### src/rtl/crrt_pkg.sv
// shared types and constants of the region reservation table
// no dependencies
package crrt_pkg;

  localparam int ENTRIES   = 128;
  localparam int ADDR_BITS = 32;
  localparam int TYPE_BITS = 4;
  localparam int IDX_W     = $clog2(ENTRIES);

  typedef logic [ADDR_BITS-1:0] addr_t;
  typedef logic [TYPE_BITS-1:0] kind_t;
  typedef logic [IDX_W-1:0]     idx_t;

  typedef enum logic [1:0] {
    CMD_RESERVE = 2'd0,
    CMD_QUERY   = 2'd1,
    CMD_CLEAR   = 2'd2,
    CMD_UNUSED  = 2'd3
  } cmd_t;

  typedef enum logic [1:0] {
    ST_OK   = 2'd0,
    ST_MISS = 2'd1,
    ST_FULL = 2'd2,
    ST_BAD  = 2'd3
  } status_t;

  typedef struct packed {
    logic  valid;
    addr_t first;
    addr_t last;
    kind_t kind;
  } entry_t;

  typedef struct packed {
    logic [1:0] cmd;
    addr_t      range_start;
    addr_t      range_end;
    kind_t      region_type;
  } req_item_t;

  typedef struct packed {
    logic [1:0] status;
    addr_t      clipped_start;
    addr_t      clipped_end;
  } rsp_item_t;

endpackage

### src/rtl/crrt_cell.sv
// one table cell: holds one entry, loads its neighbor's entry on shift
// depends on crrt_pkg
module crrt_cell (
  input  logic            clk,
  input  logic            rst,
  input  logic            shift,
  input  crrt_pkg::entry_t d,
  output crrt_pkg::entry_t q
);
  import crrt_pkg::*;

  // only the valid bit is reset; the rest is don't-care while invalid
  always_ff @(posedge clk) begin
    if (rst) begin
      q.valid <= 1'b0;
    end else if (shift) begin
      q.valid <= d.valid;
    end
    if (shift) begin
      q.first <= d.first;
      q.last  <= d.last;
      q.kind  <= d.kind;
    end
  end

endmodule

### config.mk
export PLATFORM = sky130hd
export DESIGN_NAME = crrt_cell
export DESIGN_NICKNAME = d
export VERILOG_FILES = /design/src/rtl/crrt_pkg.sv /design/src/rtl/crrt_cell.sv
export SDC_FILE = /design/constraint.sdc
export NUM_CORES = 1
export LEC_CHECK = 0
export ABC_AREA = 1
export BUFFER_PORTS_ARGS = -buffer_cell sky130_fd_sc_hd__buf_2
export CAP_MARGIN = 20
export CORE_ASPECT_RATIO = 0.8
export CORE_MARGIN = 2
export CORE_UTILIZATION = 37
export DETAILED_ROUTE_END_ITERATION = 6
export PLACE_DENSITY = 0.85
export SETUP_SLACK_MARGIN = 0.02
export SYNTH_ARGS = -nofsm -noshare
export SYNTH_HDL_FRONTEND = slang
export SYNTH_SLANG_ARGS = --single-unit
export TNS_END_PERCENT = 20
### constraint.sdc
create_clock -name clk -period 0.8 [get_ports clk]
set_clock_uncertainty 0.1 [all_clocks]
set_input_delay 0.04 -clock clk [delete_from_list [all_inputs] [get_ports clk]]
set_output_delay 0.04 -clock clk [all_outputs]
set_load 0.005 [all_outputs]
==> impl_metrics.yaml <==
outcome:
  status: "finished, violations left"
  failed_checks: "negative setup slack"
timing:
  slew_headroom: 0.8729
  rsz0062_at_grt: "yes"
  worst_pin_slew_ns: 0.1906
  hold_violations: 0
  clock.fmax_mhz: 987.8
  min_period_over_period: 1.265
  fin_crit_ns: 1.012
  final.setup.worst_slack_ns: -0.2123
  final_setup_violation_count: 69
  timing_max_transition_violations_final: 0
worst_setup_path:
  worstSetupPathType: "reg2out"
  r2r_start: "q[68]$_SDFFE_PP0P_"
  timing.critical_path.buf_inv: 1
  slowest_stage: "edfxtp_1"
  critical_path.reg2reg.endpoint: "q[68]$_SDFFE_PP0P_"
  critical_path_peak_fanout: 1
  timing.critical_path.from_type: "register"
  crit_family: "flip-flops"
  endpoint_kind: "primary output"
  timing.critical_path.slowest_cell_delay_ns: 0.40
  r2r_slack_ns: 0.09
  rr_worst_depth: 2
  worst-endpoint-required_ns: 0.66
  arrival_ns: 0.87
  timing.critical_path.cells: "buf_2"
placed_design:
  postPlaceCellArea_um2: 2925
  pre_cts_slack_ns: -0.03182
  placement.io_buffers: 140
  gp_congestion: 0.6751
clock_network:
  cts_max_path_buffers: 2
  clk_transition_reported_paths_ns: 0.07
  worst_skew_pair_latency_ns: 0.33
  cts_tree: "built"
  cts.root.buffer_cell: "clkbuf_8"
  clock_tree.htree_level_count: 3
  clock_sink_count: 69
  post-cts-setup-buffer-count: 0
  numCtsBuffers: 9
cells_and_area:
  post_route_cells_drive_above_1_share: 0.5132
  nNetsFinal: 370
  cell_area_after_layout_um2: 3784
  post-route-util: 0.6961
  largest_register_ff_count: 69
  layout_top_registers: "q x69"
  regMostFlops: "q"
  diodes: 0
  flow.area_growth_from_synthesis_pct: 81.29
power:
  power.leakage_uw: 0.001634
  power_report.internal_total_uw: 5903
  power_switching_share: 0.2075
  power.ir.vdd_worst_mv: 1.368
  combinational_share_of_power: 0.117
  total_power_uw: 7449
  switchingPower_uw: 1546
  power.share.clock: 0.298
  sequential_group_share_of_total_power: 0.586
  power.density_nw_per_um2: 1969
drt:
  drt-vias-per-instance: 4.218
  vias: 1603
  initialDrtViolationCount: 51
  antenna_violating_nets_post_route: 0
  routed_wirelength_um: 5648
  drt-wirelength-per-cell_um: 14.86
  drt-pass1-iter-count: 4
  detail_route.drc_violations: 0
min_path:
  timing.hold.worst.class: "in2reg"
  hold_path.startpoint: "shift"
  hold_path_depth: 2
  min_to: "q[12]$_DFFE_PP_"
global_routing:
  wire_length_of_the_first_global_routing_pass_um: 8135
  largest_net_degree_at_the_start_of_global_routing: 37
  antenna_found_initial: 0
  overflow: 0
  grt_usage: 0.1849
  first_global_vias: 1697
floorplan:
  core.rowCount: 24
  die-width_um: 87.97
  floorplan.die_area_um2: 6261
  std_cell_core_area_um2: 5435
  top_level_ports: 141
  die_height_um: 71.18
  starting_density: 0.3840
logic_synthesis:
  synth_sequential_area_ratio: 0.9880
  synthDistinctLibCells: 6
  ys_dominant_reg_cell: "edfxtp_1"
  synth.most_common_cell: "edfxtp_1"
  ys_warn_count: 0
  yosys_register_bits: 69
  synth_top_cell_area_share: 0.9784
  post_synth_main_area_contributors: "edfxtp_1, dfxtp_1, inv_1, nand2_1, nor2_2"
  synthCells: 75
  synthesis.area_um2: 2087
  synth_enable_flop_cells: 68
  synthesis.nets: 147
  postSynthAreaPerCell_um2: 27.83
  ys_top_cells_by_count: "edfxtp_1, inv_1, nand2_1"
  async_flop_share: 0
  synthDominantAreaCellType: "edfxtp_1"
job:
  cap_violations: 0
## metal layers
layer | vias up | part of all wire | routed length (um) | global-route usage
met2 | 110 | 0.50 | 2815 | 0.3199
met1 | 739 | 0.36 | 2046 | 0.1861
met4 | 0 | 0.023 | 132 | 0.09060
met3 | 14 | 0.12 | 653 | 0.08635
li1 | 740 | - | - | -
met5 | - | 0 | 0 | 0
## worst max-delay path by stage
stage	startpoint	end	slack, ns	cells after the start
6_report	q[29]$_DFFE_PP_	q[29]	-0.21	1
3_5_place_dp	shift	q[68]$_SDFFE_PP0P_	-0.03	5
5_1_grt	q[4]$_DFFE_PP_	q[4]	-0.26	1
4_1_cts	q[20]$_DFFE_PP_	q[20]	-0.22	1
3_3_place_gp	shift	q[29]$_DFFE_PP_	-0.02	2
2_1_floorplan	q[68]$_SDFFE_PP0P_	q[68]$_SDFFE_PP0P_	0.13	2
## power by group through the flow
| stage | logic [uW] | clock network (uW) | registers, uW |
|---|---|---|---|
| after floorplan | 8.57 | 0 | 4480 |
| after global placement | 567 | 0 | 4410 |
| after detailed placement | 585 | 0 | 4420 |
| after CTS | 852 | 2280 | 4350 |
| after global routing | 944 | 2430 | 4390 |
| final | 870 | 2220 | 4360 |
## what timing repair did
item,CTS,global route
hold buffers,70,0
resized for setup,1,2
endpoints found under the setup margin,69,70
endpoints found under the hold margin,69,0
## cell families (layout without fill, tap and decap cells)
group	count (synthesis)	after routing	synth area share
flops	69	69	0.9880
buf+inv	2	229	0.003598
simple gates	4	4	0.008395
## through the flow
| stage | hold slack [ns] | instances | setup TNS (ns) |
|---|---|---|---|
| after global routing | 0.09713 | 380 | -14.58 |
| final | 0.1035 | 380 | -11.33 |
| after detailed placement | 0.1181 | 295 | -1.335 |
| after global placement | 0.1161 | 295 | -0.5967 |
| after CTS | 0.08754 | 380 | -12.25 |
| after floorplan | 0.03887 | 75 | 0 |
## final cells by class
type                            instances  area, um2
Clock buffer                           11      131.4
Clock inverter                          4      16.27
Fill cell                             363       1652
Inverter                                2      7.507
Multi-Input combinational cell          4      20.02
Sequential cell                        69       2063
Tap cell                               78      97.59
Timing Repair Buffer                  212       1448
## placed cells by master (no fill, tap or decap), drive strengths merged
cell         count
dfxtp            1
dlygate4sd3     70
inv              2
nor2             2
clkinv           4
clkbuf          11
edfxtp          68
buf            142
nand2            2
No activity file was read; power rests on OpenSTA's default activity.
